### src/rtl/core/i2cm_pkg.sv
// Package with the word types, state layout and codes of the I2C master bit engine.
package i2cm_pkg;

	// Command and tick kinds carried by an input word.
	localparam logic [2:0] KIND_START = 3'd0;
	localparam logic [2:0] KIND_STOP  = 3'd1;
	localparam logic [2:0] KIND_WACK  = 3'd2;
	localparam logic [2:0] KIND_WRITE = 3'd3;
	localparam logic [2:0] KIND_READ  = 3'd4;
	localparam logic [2:0] KIND_TICK  = 3'd5;

	// Sequencer phase codes.
	localparam logic [3:0] PH_IDLE = 4'd0;
	localparam logic [3:0] PH_S1   = 4'd1;
	localparam logic [3:0] PH_S2   = 4'd2;
	localparam logic [3:0] PH_P1   = 4'd3;
	localparam logic [3:0] PH_P2   = 4'd4;
	localparam logic [3:0] PH_W1   = 4'd5;
	localparam logic [3:0] PH_W2   = 4'd6;
	localparam logic [3:0] PH_W3   = 4'd7;
	localparam logic [3:0] PH_T1   = 4'd8;
	localparam logic [3:0] PH_T2   = 4'd9;
	localparam logic [3:0] PH_T3   = 4'd10;
	localparam logic [3:0] PH_R1   = 4'd11;
	localparam logic [3:0] PH_R2   = 4'd12;
	localparam logic [3:0] PH_A1   = 4'd13;
	localparam logic [3:0] PH_A2   = 4'd14;

	// Register indexes of the configuration port.
	localparam logic [1:0] REG_HOLD    = 2'd0;
	localparam logic [1:0] REG_HALF    = 2'd1;
	localparam logic [1:0] REG_SETUP   = 2'd2;
	localparam logic [1:0] REG_TIMEOUT = 2'd3;

	// Bits in a full byte transfer.
	localparam logic [3:0] BYTE_BITS = 4'd8;

	typedef struct packed {
		logic [2:0] kind;
		logic [7:0] tx_byte;
		logic       ack_after_read;
		logic       sda_in;
	} cmd_t;

	typedef struct packed {
		logic       scl;
		logic       sda_level;
		logic       sda_drive;
		logic       busy_res;
		logic       done_res;
		logic [7:0] rx_byte;
		logic       ack_missing;
		logic       rejected;
	} res_t;

	typedef struct packed {
		logic [7:0] start_stop_hold;
		logic [7:0] bit_half_period;
		logic [7:0] ack_setup;
		logic [7:0] ack_timeout;
	} cfg_t;

	typedef struct packed {
		logic [3:0] phase;
		logic [7:0] delay_count;
		logic [3:0] bit_index;
		logic [7:0] shift_data;
		logic [7:0] timeout_count;
		logic       ack_choice;
		logic       pin_scl;
		logic       pin_sda;
		logic       pin_drive;
		logic       stop_for_ack;
		logic [7:0] rx_last;
	} state_t;

	// Per-word flags that do not persist in the state.
	typedef struct packed {
		logic done;
		logic missing;
		logic rejected;
	} flags_t;

endpackage

### src/rtl/core/i2cm_if.sv
// Valid/ready channel interfaces for command words and result words.
interface i2cm_cmd_if;
	logic           valid;
	logic           ready;
	i2cm_pkg::cmd_t data;

	modport source (output valid, output data, input ready);
	modport sink (input valid, input data, output ready);
endinterface

interface i2cm_res_if;
	logic           valid;
	logic           ready;
	i2cm_pkg::res_t data;

	modport source (output valid, output data, input ready);
	modport sink (input valid, input data, output ready);
endinterface

### src/rtl/core/i2cm_cfg.sv
// Configuration register bank of the I2C master bit engine.
module i2cm_cfg (
	input  logic           clk,
	input  logic           arst_n,
	input  logic           we,
	input  logic [1:0]     index,
	input  logic [7:0]     wdata,
	output i2cm_pkg::cfg_t cfg
);
	import i2cm_pkg::*;

	cfg_t cfg_q;

	always_ff @(posedge clk or negedge arst_n) begin
		if (!arst_n) begin
			cfg_q.start_stop_hold <= 8'd5;
			cfg_q.bit_half_period <= 8'd2;
			cfg_q.ack_setup       <= 8'd1;
			cfg_q.ack_timeout     <= 8'd250;
		end else if (we) begin
			unique case (index)
				REG_HOLD:    cfg_q.start_stop_hold <= wdata;
				REG_HALF:    cfg_q.bit_half_period <= wdata;
				REG_SETUP:   cfg_q.ack_setup       <= wdata;
				REG_TIMEOUT: cfg_q.ack_timeout     <= wdata;
				default:     cfg_q.ack_timeout     <= wdata;
			endcase
		end
	end

	assign cfg = cfg_q;

endmodule

### src/rtl/core/i2cm_step.sv
// Next-state and flag logic for one command or tick word.
module i2cm_step (
	input  i2cm_pkg::state_t st,
	input  i2cm_pkg::cfg_t   cfg,
	input  i2cm_pkg::cmd_t   cmd,
	output i2cm_pkg::state_t nx,
	output i2cm_pkg::flags_t flags
);
	import i2cm_pkg::*;

	logic       seg_over;
	logic [7:0] dly_dec;
	logic [3:0] bit_inc;
	logic [7:0] rd_shift;

	always_comb begin
		nx       = st;
		flags    = '0;
		seg_over = (st.delay_count <= 8'd1);
		dly_dec  = seg_over ? 8'd0 : (st.delay_count - 8'd1);
		bit_inc  = st.bit_index + 4'd1;
		rd_shift = {st.shift_data[6:0], cmd.sda_in};

		if (cmd.kind <= KIND_READ) begin
			if (st.phase != PH_IDLE) begin
				flags.rejected = 1'b1;
			end else begin
				unique case (cmd.kind)
					KIND_START: begin
						nx.pin_drive   = 1'b1;
						nx.pin_sda     = 1'b1;
						nx.pin_scl     = 1'b1;
						nx.delay_count = cfg.start_stop_hold;
						nx.phase       = PH_S1;
					end
					KIND_STOP: begin
						nx.stop_for_ack = 1'b0;
						nx.pin_drive    = 1'b1;
						nx.pin_scl      = 1'b0;
						nx.pin_sda      = 1'b0;
						nx.delay_count  = cfg.start_stop_hold;
						nx.phase        = PH_P1;
					end
					KIND_WACK: begin
						nx.pin_drive   = 1'b0;
						nx.pin_sda     = 1'b1;
						nx.delay_count = cfg.ack_setup;
						nx.phase       = PH_W1;
					end
					KIND_WRITE: begin
						nx.pin_drive   = 1'b1;
						nx.pin_scl     = 1'b0;
						nx.bit_index   = 4'd0;
						nx.pin_sda     = cmd.tx_byte[7];
						nx.shift_data  = {cmd.tx_byte[6:0], 1'b0};
						nx.delay_count = cfg.bit_half_period;
						nx.phase       = PH_T1;
					end
					default: begin
						nx.pin_drive   = 1'b0;
						nx.shift_data  = 8'd0;
						nx.bit_index   = 4'd0;
						nx.ack_choice  = cmd.ack_after_read;
						nx.pin_scl     = 1'b0;
						nx.delay_count = cfg.bit_half_period;
						nx.phase       = PH_R1;
					end
				endcase
			end
		end else if (cmd.kind == KIND_TICK) begin
			unique case (st.phase)
				PH_IDLE: begin
					nx.phase = PH_IDLE;
				end
				PH_S1: begin
					nx.delay_count = dly_dec;
					if (seg_over) begin
						nx.pin_sda     = 1'b0;
						nx.delay_count = cfg.start_stop_hold;
						nx.phase       = PH_S2;
					end
				end
				PH_S2: begin
					nx.delay_count = dly_dec;
					if (seg_over) begin
						nx.pin_scl = 1'b0;
						nx.phase   = PH_IDLE;
						flags.done = 1'b1;
					end
				end
				PH_P1: begin
					nx.delay_count = dly_dec;
					if (seg_over) begin
						nx.pin_scl     = 1'b1;
						nx.delay_count = cfg.start_stop_hold;
						nx.phase       = PH_P2;
					end
				end
				PH_P2: begin
					nx.delay_count = dly_dec;
					if (seg_over) begin
						nx.pin_sda      = 1'b1;
						nx.phase        = PH_IDLE;
						flags.done      = 1'b1;
						flags.missing   = st.stop_for_ack;
						nx.stop_for_ack = 1'b0;
					end
				end
				PH_W1: begin
					nx.delay_count = dly_dec;
					if (seg_over) begin
						nx.pin_scl     = 1'b1;
						nx.delay_count = cfg.ack_setup;
						nx.phase       = PH_W2;
					end
				end
				PH_W2: begin
					nx.delay_count = dly_dec;
					if (seg_over) begin
						nx.timeout_count = 8'd0;
						nx.phase         = PH_W3;
					end
				end
				PH_W3: begin
					if (!cmd.sda_in) begin
						nx.pin_scl = 1'b0;
						nx.phase   = PH_IDLE;
						flags.done = 1'b1;
					end else if (st.timeout_count >= cfg.ack_timeout) begin
						// No acknowledge: put a stop on the bus and flag it at its end.
						nx.stop_for_ack = 1'b1;
						nx.pin_drive    = 1'b1;
						nx.pin_scl      = 1'b0;
						nx.pin_sda      = 1'b0;
						nx.delay_count  = cfg.start_stop_hold;
						nx.phase        = PH_P1;
					end else begin
						nx.timeout_count = st.timeout_count + 8'd1;
					end
				end
				PH_T1: begin
					nx.delay_count = dly_dec;
					if (seg_over) begin
						nx.pin_scl     = 1'b1;
						nx.delay_count = cfg.bit_half_period;
						nx.phase       = PH_T2;
					end
				end
				PH_T2: begin
					nx.delay_count = dly_dec;
					if (seg_over) begin
						nx.pin_scl     = 1'b0;
						nx.delay_count = cfg.bit_half_period;
						nx.phase       = PH_T3;
					end
				end
				PH_T3: begin
					nx.delay_count = dly_dec;
					if (seg_over) begin
						nx.bit_index = bit_inc;
						if (bit_inc >= BYTE_BITS) begin
							nx.phase   = PH_IDLE;
							flags.done = 1'b1;
						end else begin
							nx.pin_sda     = st.shift_data[7];
							nx.shift_data  = {st.shift_data[6:0], 1'b0};
							nx.delay_count = cfg.bit_half_period;
							nx.phase       = PH_T1;
						end
					end
				end
				PH_R1: begin
					nx.delay_count = dly_dec;
					if (seg_over) begin
						nx.pin_scl = 1'b1;
						nx.phase   = PH_R2;
					end
				end
				PH_R2: begin
					nx.shift_data = rd_shift;
					nx.bit_index  = bit_inc;
					if (bit_inc >= BYTE_BITS) begin
						nx.rx_last     = rd_shift;
						nx.pin_scl     = 1'b0;
						nx.pin_drive   = 1'b1;
						nx.pin_sda     = ~st.ack_choice;
						nx.delay_count = cfg.bit_half_period;
						nx.phase       = PH_A1;
					end else begin
						nx.pin_scl     = 1'b0;
						nx.delay_count = cfg.bit_half_period;
						nx.phase       = PH_R1;
					end
				end
				PH_A1: begin
					nx.delay_count = dly_dec;
					if (seg_over) begin
						nx.pin_scl     = 1'b1;
						nx.delay_count = cfg.bit_half_period;
						nx.phase       = PH_A2;
					end
				end
				PH_A2: begin
					nx.delay_count = dly_dec;
					if (seg_over) begin
						nx.pin_scl = 1'b0;
						nx.phase   = PH_IDLE;
						flags.done = 1'b1;
					end
				end
				default: begin
					nx.phase = PH_IDLE;
				end
			endcase
		end
	end

endmodule

### src/rtl/core/i2c_master_bit_engine.sv
// Top level of the I2C master bit engine: input register, sequencer state and result register.
//
// The engine takes one word per clock cycle while the result side drains, and returns
// exactly one result word for each. A word is either a bus command (start, stop, wait for
// acknowledge, write byte, read byte) or a tick that advances the running sequence by one
// time unit and carries the sampled SDA level. Every result word reports the SCL level,
// the SDA level and whether SDA is driven, busy, done, the byte of the last completed read,
// and the missing-acknowledge and rejected flags. A command that arrives while a sequence
// is running is ignored and flagged as rejected. Throughput is one word per cycle unless
// the result register stalls. An accepted word sits in the input register while the
// sequencer update settles, and the result register captures the outcome when the word
// is applied; a full result register that is not taken holds the word back. A new word is
// taken into an empty input register while a finished result still waits to be taken.
// Configuration registers (hold, half period, acknowledge setup, acknowledge timeout) are
// written through the plain write port and should only be changed while no word is in
// flight.
module i2c_master_bit_engine (
	input  logic       clk,
	input  logic       arst_n,
	i2cm_cmd_if.sink   cmd,
	i2cm_res_if.source res,
	input  logic       cfg_we,
	input  logic [1:0] cfg_index,
	input  logic [7:0] cfg_data
);
	import i2cm_pkg::*;

	cfg_t   cfg;
	state_t state_q;
	state_t state_nx;
	flags_t flags;

	// Input register stage.
	logic   valid_s1;
	cmd_t   cmd_s1;

	// Result register.
	logic   res_valid_q;
	res_t   res_q;

	logic   advance;

	i2cm_cfg u_cfg (
		.clk    (clk),
		.arst_n (arst_n),
		.we     (cfg_we),
		.index  (cfg_index),
		.wdata  (cfg_data),
		.cfg    (cfg)
	);

	i2cm_step u_step (
		.st    (state_q),
		.cfg   (cfg),
		.cmd   (cmd_s1),
		.nx    (state_nx),
		.flags (flags)
	);

	// The word in the input register is applied when the result register is free or drains.
	assign advance   = valid_s1 && (!res_valid_q || res.ready);
	assign cmd.ready = !valid_s1 || advance;

	always_ff @(posedge clk or negedge arst_n) begin
		if (!arst_n) begin
			valid_s1 <= 1'b0;
		end else if (cmd.ready) begin
			valid_s1 <= cmd.valid;
		end
	end

	always_ff @(posedge clk) begin
		if (cmd.ready && cmd.valid) begin
			cmd_s1 <= cmd.data;
		end
	end

	// Sequencer state, including pin levels and the last read byte.
	always_ff @(posedge clk or negedge arst_n) begin
		if (!arst_n) begin
			state_q.phase         <= PH_IDLE;
			state_q.delay_count   <= 8'd0;
			state_q.bit_index     <= 4'd0;
			state_q.shift_data    <= 8'd0;
			state_q.timeout_count <= 8'd0;
			state_q.ack_choice    <= 1'b0;
			state_q.pin_scl       <= 1'b1;
			state_q.pin_sda       <= 1'b1;
			state_q.pin_drive     <= 1'b1;
			state_q.stop_for_ack  <= 1'b0;
			state_q.rx_last       <= 8'd0;
		end else if (advance) begin
			state_q <= state_nx;
		end
	end

	always_ff @(posedge clk or negedge arst_n) begin
		if (!arst_n) begin
			res_valid_q <= 1'b0;
		end else if (advance) begin
			res_valid_q <= 1'b1;
		end else if (res.ready) begin
			res_valid_q <= 1'b0;
		end
	end

	always_ff @(posedge clk) begin
		if (advance) begin
			res_q.scl         <= state_nx.pin_scl;
			res_q.sda_level   <= state_nx.pin_sda;
			res_q.sda_drive   <= state_nx.pin_drive;
			res_q.busy_res    <= (state_nx.phase != PH_IDLE);
			res_q.done_res    <= flags.done;
			res_q.rx_byte     <= state_nx.rx_last;
			res_q.ack_missing <= flags.missing;
			res_q.rejected    <= flags.rejected;
		end
	end

	assign res.valid = res_valid_q;
	assign res.data  = res_q;

	// A rejected word must have met a running sequence.
	a_reject_busy: assert property (@(posedge clk) disable iff (!arst_n)
		(advance && flags.rejected) |-> (state_q.phase != PH_IDLE))
		else $error("word rejected while the sequencer was idle");

	// A finished sequence leaves the engine idle.
	a_done_idle: assert property (@(posedge clk) disable iff (!arst_n)
		(advance && flags.done) |=> (state_q.phase == PH_IDLE))
		else $error("sequence done but sequencer not idle");

	// A missing acknowledge is reported only as the end of its stop.
	a_missing_done: assert property (@(posedge clk) disable iff (!arst_n)
		(res_valid_q && res_q.ack_missing) |-> (res_q.done_res && !res_q.busy_res))
		else $error("missing acknowledge reported outside a finished stop");

	// A word in the input register is not held back while the result register is empty.
	a_no_stall: assert property (@(posedge clk) disable iff (!arst_n)
		(valid_s1 && !res_valid_q) |=> res_valid_q)
		else $error("pending word not applied");

endmodule

### src/flat_wrapper.sv
// flat-port wrapper written by rule: the top's interface ports become plain ports
module i2c_master_bit_engine_flat import i2cm_pkg::*;
  (clk, arst_n, cfg_we, cfg_index, cfg_data, cmd_valid, cmd_data, cmd_ready, res_valid, res_data, res_ready);
  i2cm_cmd_if cmd_i ();
  i2cm_res_if res_i ();
  input  logic clk;
  input  logic arst_n;
  input  logic cfg_we;
  input  logic [1:0] cfg_index;
  input  logic [7:0] cfg_data;
  input wire logic [$bits(cmd_i.valid)-1:0] cmd_valid;
  input wire logic [$bits(cmd_i.data)-1:0] cmd_data;
  output wire logic [$bits(cmd_i.ready)-1:0] cmd_ready;
  output wire logic [$bits(res_i.valid)-1:0] res_valid;
  output wire logic [$bits(res_i.data)-1:0] res_data;
  input wire logic [$bits(res_i.ready)-1:0] res_ready;
  assign cmd_i.valid = cmd_valid;
  assign cmd_i.data = cmd_data;
  assign cmd_ready = cmd_i.ready;
  assign res_valid = res_i.valid;
  assign res_data = res_i.data;
  assign res_i.ready = res_ready;
  i2c_master_bit_engine u_core (.clk(clk), .arst_n(arst_n), .cmd(cmd_i), .res(res_i), .cfg_we(cfg_we), .cfg_index(cfg_index), .cfg_data(cfg_data));
endmodule
### config.mk
export PLATFORM = sky130hd
export DESIGN_NAME = i2c_master_bit_engine_flat
export DESIGN_NICKNAME = d
export VERILOG_FILES = /design/src/rtl/core/i2cm_pkg.sv /design/src/rtl/core/i2cm_if.sv /design/src/rtl/core/i2cm_cfg.sv /design/src/rtl/core/i2cm_step.sv /design/src/rtl/core/i2c_master_bit_engine.sv /design/src/flat_wrapper.sv
export SDC_FILE = /design/constraint.sdc
export NUM_CORES = 1
export LEC_CHECK = 0
export BUFFER_PORTS_ARGS = -buffer_cell sky130_fd_sc_hd__buf_2
export CORE_ASPECT_RATIO = 0.7
export CORE_UTILIZATION = 62
export CTS_BUF_LIST = sky130_fd_sc_hd__clkbuf_4 sky130_fd_sc_hd__clkbuf_8 sky130_fd_sc_hd__clkbuf_16
export DETAILED_ROUTE_END_ITERATION = 6
export HOLD_SLACK_MARGIN = 0.02
export PLACE_DENSITY = 0.8
export SLEW_MARGIN = 0
export SYNTH_ARGS = -nofsm -noshare
export SYNTH_HDL_FRONTEND = slang
export SYNTH_HIERARCHICAL = 1
export SYNTH_SLANG_ARGS = --single-unit
### constraint.sdc
create_clock -name clk -period 3.95 [get_ports clk]
set_input_delay 0.1975 -clock clk [delete_from_list [all_inputs] [get_ports clk]]
set_output_delay 0.1975 -clock clk [all_outputs]
set_load 0.1 [all_outputs]
==> run summary, run 1 <==
The time the final worst path needs with I/O delays and setup is 3220 ps. In this run the worst path has a maximum fanout of 12. The actual slew at the worst max-slew pin came out at 997 ps. Dividing the detail-routed via count by the number of cells gives 6.63.

The clock drives 107 sinks. In this run the count of I/O pins placed on the die edge is 45. 0 antenna diodes ended up in the layout. The post-synthesis xor/xnor area fraction was 1.02%. The placed wire-length estimate is 13600 um. The area growth from synthesis to layout is 11.9%.

The floorplan has 31 rows. The type of element launching the critical path was a register. Summing the areas of all compound-gate instances in the mapped netlist gives 19.7% of the synthesized area. Across every metal layer, demand over resource in global routing totals 34.8%.

The routability-driven placement congestion ratio is 0.972, and the required time of the worst setup path is 4190 ps. The run gives 5 as the number of remaining DRC errors. The tools report the number of global-route vias before repair as 5498. Buffers inserted to repair hold after CTS numbered 9.

The critical path goes through or4_1, nor4_2, buf_4, a31o_2, o2111ai_1, a311oi_1, o22ai_1, mux2_4. The critical path data arrival time came out at 3460 ps. The cell type with the largest total area after synthesis was sky130_fd_sc_hd__dfrtp_1. The post-route clock period utilization was 81.6%.

The final reports fail on design-rule violations. The run gives 5878 as the via total after detailed routing. Summing every instance area after synthesis gives 6890 sq um.

The total CTS buffers was 9. The kind of end point of the critical path is a register. Setup repair after global routing left no endpoint under its margin. Before CTS, the worst setup slack after placement is 843 ps.

The logs give 774 for the final net count and 1 for the initial antenna violation count. The adder-cell area share of the yosys netlist is 2.32%, and the number of setup violations in the final report is 0. The setup path with the least slack is of type register to register. For this run, the detailed router's first-pass iteration total came to 7.

The distinct cell type count after synthesis was 76. Adding up every negative setup slack in the final design gives 0 ps. Ranked by total cell area, the synthesized netlist is headed by sky130_fd_sc_hd__dfrtp_1 24%, sky130_fd_sc_hd__edfxtp_1 12%, sky130_fd_sc_hd__mux2_4 8.5%.

When the netlist entered floorplanning its net count stood at 726. The tools report the number of DRC markers after the initial detailed-route iteration as 665. The die covers 11600 sq um. Counting flops and latches in the post-synthesis netlist gives 107.

The number of fillers in the final layout was 761; the fraction of final layout cells with drive strength greater than 1 was 26.9%. The number of buffers inserted to repair setup after CTS was 0. In this run the remaining antenna-violating nets after routing total 0. The tightest min-delay check is of the primary input to asynchronous set/reset pin type. The area share of and/or/nand/nor cells after synthesis was 13.4%. At the end of the flow the core is filled with cells to 72.9%. For this run, the number of Yosys warnings is 6. For the worst setup skew after layout, the log shows 9.09 ps. The largest individual stage delay along the critical path comes from the cell sky130_fd_sc_hd__or4_1. For the worst-skew pair, the clock arrives at the later sink with an insertion delay of 350 ps. The main combinational cell family by area after synthesis is compound AO/OA/AOI/OAI gates. The share of synthesized area in the top cell type comes to 24.0%. The die height works out to 90.2 um. The tree is rooted in a sky130_fd_sc_hd__clkbuf_16. Power density over the cells: 590 nW/um^2.

In the final routed layout, each cell accounts on average for 21.8 um. For the worst-case setup margin in the final layout, the log shows 727 ps. The leakage power was 0.00324 uW. After synthesis, the share of cell area in mux cells is 17.9%. The core region is 10600 sq um.

The H-tree was split into 3 levels. The number of hold violations in the final report was 0; the clock slew at the register clock pins of the worst setup and hold paths was 80 ps. For the number of resized instances in the post-cts repair step, the log shows 0.

The global-route wire length before repair came out at 30700 um. Horizontal extent of the die: 128 um. The logs give 0 for the final number of max-transition violations and 41.1% for the sequential fraction of the synthesis area.

IR analysis of the VDD net gives a maximum drop of 0.000394 V. The port buffer count came out at 44. Once the floorplan was initialized, standard cells occupied 65.1% of the core. Across the run, the number of max-cap violations was 0.

After synthesis, the share of flip-flops with an asynchronous set or reset is 73.8%. In the synthesized netlist, the number of instances is 686. TritonCTS built the clock tree. The clock passes through at most 2 buffers. The number of flops mapped to enable cells by yosys is 28, and the maximum clock rate is 0.310 GHz.

For this run, the leading register cell type out of synthesis is sky130_fd_sc_hd__dfrtp_1. On the worst path, the slowest cell contributes a delay of 680 ps. Entering global routing, the biggest net connects 80 pins. The average footprint of a synthesized cell is 10.0 sq um, and the sum of routed wire length over all layers is 19400 um. Total global routing overflow: 0.

The worst pin sits at a relative slew slack of 33.5%. The flow ran to the end, but the final reports show violations.
[cell families after synthesis]
group | after synthesis
buf+inv | 67
flops | 107
simple gates | 183
compound gates | 210
xor+xnor | 8
mux | 98
fa+ha+maj | 13
[placed cells by master, fill, tap and decap left out, types with 3 or more instances in the layout]
cell type,count
sky130_fd_sc_hd__edfxtp_1,28
sky130_fd_sc_hd__a211o_1,4
sky130_fd_sc_hd__mux2_2,48
sky130_fd_sc_hd__dfstp_2,13
sky130_fd_sc_hd__a21oi_1,62
sky130_fd_sc_hd__xnor2_1,5
sky130_fd_sc_hd__nand4_1,4
sky130_fd_sc_hd__mux2i_1,11
sky130_fd_sc_hd__a31oi_1,13
sky130_fd_sc_hd__o21ai_1,4
sky130_fd_sc_hd__or4_1,4
sky130_fd_sc_hd__dfrtp_1,66
sky130_fd_sc_hd__clkbuf_16,9
sky130_fd_sc_hd__ha_1,12
sky130_fd_sc_hd__nor3b_1,3
sky130_fd_sc_hd__nand2_1,58
sky130_fd_sc_hd__nand3_1,23
sky130_fd_sc_hd__a211oi_1,3
sky130_fd_sc_hd__buf_4,24
sky130_fd_sc_hd__nand2b_1,8
sky130_fd_sc_hd__xor2_1,3
sky130_fd_sc_hd__mux2_4,39
sky130_fd_sc_hd__a221o_1,6
sky130_fd_sc_hd__nor2b_1,11
sky130_fd_sc_hd__o21ai_0,50
sky130_fd_sc_hd__o22ai_1,11
sky130_fd_sc_hd__a22oi_1,4
sky130_fd_sc_hd__o31ai_1,3
sky130_fd_sc_hd__o211ai_1,15
sky130_fd_sc_hd__a21o_1,6
sky130_fd_sc_hd__buf_2,43
sky130_fd_sc_hd__nor3_1,10
sky130_fd_sc_hd__inv_1,24
sky130_fd_sc_hd__or3_1,4
sky130_fd_sc_hd__nor2_1,41
sky130_fd_sc_hd__dlygate4sd3_1,12
[metal layers]
metal,track usage [%],vias to the layer above,share of wire [%],routed length (um)
met5,0,-,0,0
met4,9.02,0,1.3,257
met3,8.45,26,11,2040
met2,48.9,328,42,8210
met1,53.0,2860,46,8850
li1,-,2664,-,-
[where the power goes]
group	switching (uW)	leakage [uW]	internal, uW	total, uW
Combinational	1110	0.00184	763	1870
Sequential	305	0.00124	1370	1680
Clock	437	0.000160	569	1010
[registers in the layout (all words and copies together), names as in the netlist]
name / flops
u_core/res.data: 15
u_core/res.valid: 1
u_core/valid_s1: 1
u_core/state_q: 45
u_core/u_cfg/cfg: 32
u_core/cmd_s1: 13
[through the flow]
stage | std cells | hold slack, ps | area (sq um) | power (uW)
after floorplan | 686 | -98.1 | 6890 | 2970
after global placement | 859 | 374 | 7260 | 3440
after detailed placement | 859 | 376 | 7260 | 3480
after CTS | 884 | 21.8 | 7690 | 4490
after global routing | 887 | 20.8 | 7720 | 4770
final | 887 | 24.4 | 7720 | 4550
[worst max-delay path: cells and delay by family, from the launching register on]
kind | cells | cell delay [ps]
mux | 1 | 300
buf+inv | 1 | 330
flops | 1 | 480
simple gates | 2 | 1340
compound gates | 4 | 680
[synth_stat cells, types with 3 or more instances]
master                      n
sky130_fd_sc_hd__xnor2_1    5
sky130_fd_sc_hd__o31ai_1    3
sky130_fd_sc_hd__nand2_1   58
sky130_fd_sc_hd__edfxtp_1  28
sky130_fd_sc_hd__dfstp_2   13
sky130_fd_sc_hd__nand3_1   23
sky130_fd_sc_hd__a221o_1    6
sky130_fd_sc_hd__or3_1      4
sky130_fd_sc_hd__buf_2      3
sky130_fd_sc_hd__mux2_4    39
sky130_fd_sc_hd__dfrtp_1   66
sky130_fd_sc_hd__buf_6      7
sky130_fd_sc_hd__o211ai_1  15
sky130_fd_sc_hd__a21o_1     6
sky130_fd_sc_hd__a211oi_1   3
sky130_fd_sc_hd__a211o_1    4
sky130_fd_sc_hd__a22oi_1    4
sky130_fd_sc_hd__inv_1     24
sky130_fd_sc_hd__clkbuf_1  29
sky130_fd_sc_hd__ha_1      12
sky130_fd_sc_hd__nor2_1    41
sky130_fd_sc_hd__a31oi_1   13
sky130_fd_sc_hd__nand4_1    4
sky130_fd_sc_hd__xor2_1     3
sky130_fd_sc_hd__o21ai_1    4
sky130_fd_sc_hd__or4_1      4
sky130_fd_sc_hd__nor2b_1   11
sky130_fd_sc_hd__o22ai_1   11
sky130_fd_sc_hd__a21oi_1   62
sky130_fd_sc_hd__nor3b_1    3
sky130_fd_sc_hd__nor3_1    10
sky130_fd_sc_hd__mux2_2    48
sky130_fd_sc_hd__nand2b_1   8
sky130_fd_sc_hd__mux2i_1   11
sky130_fd_sc_hd__o21ai_0   50
[area by class of cell]
cell class / count / area [sq um] / share of cell area (%)
multi-input cells: 512 / 3750 / 48.7
flip-flops and latches: 107 / 2830 / 36.7
repair buffers: 79 / 515 / 6.68
clock buffers: 9 / 225 / 2.92
well taps: 148 / 185 / 2.40
clock inverters: 7 / 108 / 1.39
inverters: 25 / 93.8 / 1.22
[worst paths after layout]
| check | end | startpoint | slack, ps | cells after the start |
|---|---|---|---|---|
| worst max-delay path | u_core/state_q[35]$_DFFE_PN0P_ | u_core/state_q[35]$_DFFE_PN0P_ | 730 | 8 |
| worst min-delay path | u_core/state_q[17]$_DFFE_PN0P_ | arst_n | 20 | 1 |
| worst max register to register | u_core/state_q[35]$_DFFE_PN0P_ | u_core/state_q[35]$_DFFE_PN0P_ | 730 | 8 |
| worst min register to register | u_core/state_q[7]$_DFFE_PN0P_ | u_core/state_q[7]$_DFFE_PN0P_ | 510 | 1 |
| max in group asynchronous | u_core/state_q[30]$_DFFE_PN0P_ | arst_n | 3300 | 1 |
| min in group clk | u_core/cmd_s1[7]$_DFFE_PP_ | cmd_data[7] | 30 | 1 |
No activity file was read; power rests on OpenSTA's default activity.
==> inputs of run 2 (changes only) <==
--- a/config.mk
+++ b/config.mk
@@ -5,13 +5,14 @@
 export SDC_FILE = /design/constraint.sdc
 export NUM_CORES = 1
 export LEC_CHECK = 0
+export ABC_AREA = 1
 export BUFFER_PORTS_ARGS = -buffer_cell sky130_fd_sc_hd__buf_2
 export CORE_ASPECT_RATIO = 0.7
-export CORE_UTILIZATION = 62
+export CORE_UTILIZATION = 56
 export CTS_BUF_LIST = sky130_fd_sc_hd__clkbuf_4 sky130_fd_sc_hd__clkbuf_8 sky130_fd_sc_hd__clkbuf_16
 export DETAILED_ROUTE_END_ITERATION = 6
 export HOLD_SLACK_MARGIN = 0.02
-export PLACE_DENSITY = 0.8
+export PLACE_DENSITY = 0.76
 export SLEW_MARGIN = 0
 export SYNTH_ARGS = -nofsm -noshare
 export SYNTH_HDL_FRONTEND = slang
==> constraint.sdc (replaced) <==
create_clock -name clk -period 2.8 [get_ports clk]
set_input_delay 0.14 -clock clk [delete_from_list [all_inputs] [get_ports clk]]
set_output_delay 0.14 -clock clk [all_outputs]
set_load 0.1 [all_outputs]
==> run summary, run 2 <==
For this run, the slowest stage of the critical path takes 730 ps. At the later pin of the worst-skew pair, clock insertion delay measures 360 ps. The top cell family by delay on the critical path was simple AND/OR/NAND/NOR gates. Traced cell by cell, the critical path runs through nand2_1, inv_1, nand2_2, nor2_1, nand2_1, o211ai_1, nand2_1, a21oi_1, nor2_1, nand2_1. The final net count came out at 1116.

The run gives 7630 sq um as the post-place instance area. In this run, synthesis inferred 28 flip-flops with an integrated enable. The count of non-filler cells in the finished layout was 1243; the clock slew at the register clock pins of the worst setup and hold paths was 80 ps. The number of hold violations in the final report was 0. The worst path needs 2560 ps of the cycle, external delays included. After synthesis, the largest area contributor takes up 22.2% of total cell area. The die is 140 um wide. Across the routed clock network, the largest skew measured is 12.7 ps.

Sequential elements use 38.2% of the synthesized area. The worst setup path is captured at a register. The synthesized netlist net count was 1076; the placed wire-length estimate was 14300 um. In this run the remaining antenna-violating nets after routing total 0. The kind of critical path is register to register. The mean number of vias per cell is 5.81, and the power density over the cells is 843 nW/um^2. The cell with the largest stage delay on the worst path was sky130_fd_sc_hd__dfrtp_1. The starting utilization of the core area is 58.6%. The library cell used most frequently in the layout, excluding fill and tap cells, is sky130_fd_sc_hd__nand2_1.

The run finished with clean final reports. Entering global routing, the biggest net connects 52 pins. The tools report the worst-case setup margin in the final layout as 239 ps. The region available for standard cell placement spans 12700 sq um. Summed over all instances, the cell type with the most area after synthesis is sky130_fd_sc_hd__dfrtp_1. In the final timing run, aggregate negative setup slack is 0 ps.

The worst hold path belongs to the class primary input to register. After detailed placement, the design holds a cell count of 1213. The logs give 48 for the distinct cell type count after synthesis and 8070 sq um for the cell area after layout.

The total global routing overflow is 0. The first detailed-routing pass ran for 5 iterations. The logs give 45 for the I/O pin count and 0.000334 V for the largest voltage drop on the vdd net. After detailed routing, the average wire length per cell comes to 16.7 um.

The register with the most flip-flops in the layout has 45 of them. Area enclosed by the die boundary: 13700 sq um. The H-tree was split into 3 levels.

Fraction of the core area covered by cells at the end of the flow: 63.7%. The initial antenna violation count is 0. For the number of setup violations in the final report, the log shows 0. The actual slew at the worst max-slew pin works out to 718 ps. Fraction of final layout cells with drive strength greater than 1: 15.0%.

After floorplanning, the core was divided into 34 placement rows. Among all flip-flop cells after synthesis, the most frequent one is sky130_fd_sc_hd__dfrtp_1. The logs give 20700 um for the sum of routed wire length over all layers and 9 for the total CTS buffers. At the end of routability-driven placement, the weighted congestion stood at 1.03. For this run, the top clock speed supported by timing is 0.391 GHz.

Max-cap violations in this run came to 0. Counting flops per register, the top entry is u_core/state_q. The clock passes through at most 2 buffers. The detailed router finished its first iteration with 935 violations.

Total track usage: 31.3%. The tools report the via total after detailed routing as 7226. The type of element launching the critical path is a register. Setup repair after global routing left no endpoint under its margin. The top cell types in the final layout, fill and taps aside, are 355 x sky130_fd_sc_hd__nand2_1, 124 x sky130_fd_sc_hd__nand3_1, 87 x sky130_fd_sc_hd__inv_1. The die height was 98.3 um; the leakage power was 0.00395 uW. The first global-routing pass estimated 33500 um of wire.

Port buffer count: 44. Critical path data arrival time: 2780 ps. The layout overhead on the synthesized area works out to 8.76%. The maximum fanout encountered on the critical timing path was 10; the number of warning messages in the yosys log was 6.

The number of clock sinks came out at 107. TritonCTS built the clock tree. In the routed design, unresolved DRC markers number 0. Synthesis produced 1036 cells. By area the synthesized netlist is led by sky130_fd_sc_hd__dfrtp_1 22%, sky130_fd_sc_hd__nand2_1 18%, sky130_fd_sc_hd__edfxtp_1 11%. For the headroom to the max-slew limit, the log shows 52.1%. The share of flip-flops with an asynchronous set or reset is 73.8%. For the number of global-route vias before repair, the log shows 6369. Number of storage elements in the synthesis netlist: 107. Clock tree synthesis selected as its root buffer the cell sky130_fd_sc_hd__clkbuf_16. After synthesis the cells add up to 7420 sq um. At the worst endpoint, the required time is 3020 ps. After clock tree synthesis, the setup repair step added 0 buffers. By instance count, the leading cell after synthesis is sky130_fd_sc_hd__nand2_1. In the synthesized netlist, the cells that appear most often are 355 x sky130_fd_sc_hd__nand2_1, 124 x sky130_fd_sc_hd__nand3_1, 87 x sky130_fd_sc_hd__inv_1, 66 x sky130_fd_sc_hd__dfrtp_1, 56 x sky130_fd_sc_hd__nor2_1. For the final number of max-transition violations, the log shows 0. The count of buffer and inverter cells on the critical path is 1, and the post-route clock period utilization is 91.5%.

In this design, the critical path's most frequently occurring cell is sky130_fd_sc_hd__nand2_1. The average footprint of a synthesized cell was 7.17 sq um. The worst slack at placement was 322 ps.

The tools report the antenna cell count as 0.
==> run 2: cell types whose count changed in the layout (fill, tap and decap cells not counted), moves of 15 or more <==
cell                      previous run  this run
sky130_fd_sc_hd__a21oi_1            62        45
sky130_fd_sc_hd__nand4_1             4        34
sky130_fd_sc_hd__inv_2               0        20
sky130_fd_sc_hd__inv_1              24        87
sky130_fd_sc_hd__o21ai_1             4        22
sky130_fd_sc_hd__mux2_4             39         0
sky130_fd_sc_hd__nor2_1             41        56
sky130_fd_sc_hd__mux2_2             48         1
sky130_fd_sc_hd__nand2_1            58       355
sky130_fd_sc_hd__o21ai_0            50        31
sky130_fd_sc_hd__nand3_1            23       124
sky130_fd_sc_hd__nand2_2             0        20
==> run 2: timing repair <==
item | 4_1_cts | 5_1_grt
hold endpoints to repair | 57 | 0
hold buffers | 14 | 0
gates resized for setup | 0 | 1
endpoints found under the setup margin | 0 | 3
==> run 2: cells by family after synthesis <==
kind of cell	after synthesis	share of synthesized area, %
compound gates	134	10.3
buf+inv	154	10.6
flops	107	38.2
mux	1	0.152
xor+xnor	4	0.472
simple gates	624	38.3
fa+ha+maj	12	2.02
==> run 2: worst min-delay path, cell delays in order <==
cell	delay, ps
sky130_fd_sc_hd__buf_2	130
sky130_fd_sc_hd__nand4_1	80
sky130_fd_sc_hd__nand2_1	50
==> run 2: final cells by class <==
cell class                 count  area (sq um)
fill                        1184          4600
multi-input combinational    775          3810
sequential                   107          2830
timing repair buffer          71           473
inverter                     112           452
clock buffer                   9           225
tap                          162           203
clock inverter                 7          77.6
==> run 2: layer usage <==
metal  vias to the layer above  part of all wire [%]  wire length, um  global-route usage (%)
met3                        18                   9.9             2060                    7.55
li1                       3501                     -                -                       -
met4                         0                  0.96              199                    5.07
met2                       362                    42             8610                    45.9
met1                      3345                    48             9850                    47.2
met5                         -                     0                0                       0
==> run 2: worst paths after layout <==
path                                                        from                          endpoint  slack (ps)  cells past startpoint
worst min-delay path                                 cfg_data[0]   u_core/u_cfg/cfg[8]$_DFFE_PN1P_          40                      3
worst max-delay path              u_core/state_q[41]$_DFFE_PN0P_     u_core/res.data[11]$_DFFE_PP_         240                     10
min in group asynchronous                                 arst_n    u_core/state_q[33]$_DFFE_PN0P_         380                      2
worst max register to register    u_core/state_q[41]$_DFFE_PN0P_     u_core/res.data[11]$_DFFE_PP_         240                     10
worst min register to register  u_core/u_cfg/cfg[26]$_DFFE_PN1P_  u_core/u_cfg/cfg[26]$_DFFE_PN1P_         460                      2
max in group asynchronous                                 arst_n   u_core/u_cfg/cfg[1]$_DFFE_PN1P_        1730                      3
==> run 2: metrics by stage <==
step | total power [uW] | hold WS (ps)
6_report | 6810 | 41.9
5_1_grt | 7230 | 39.7
3_5_place_dp | 5370 | 248
4_1_cts | 6700 | 32.8
3_3_place_gp | 5370 | 237
2_1_floorplan | 4660 | -156
==> run 2: power by group <==
part           internal (uW)  total, uW  switching [uW]
logic                    940       3290            2350
registers               1910       2210             300
clock network            641       1300             663
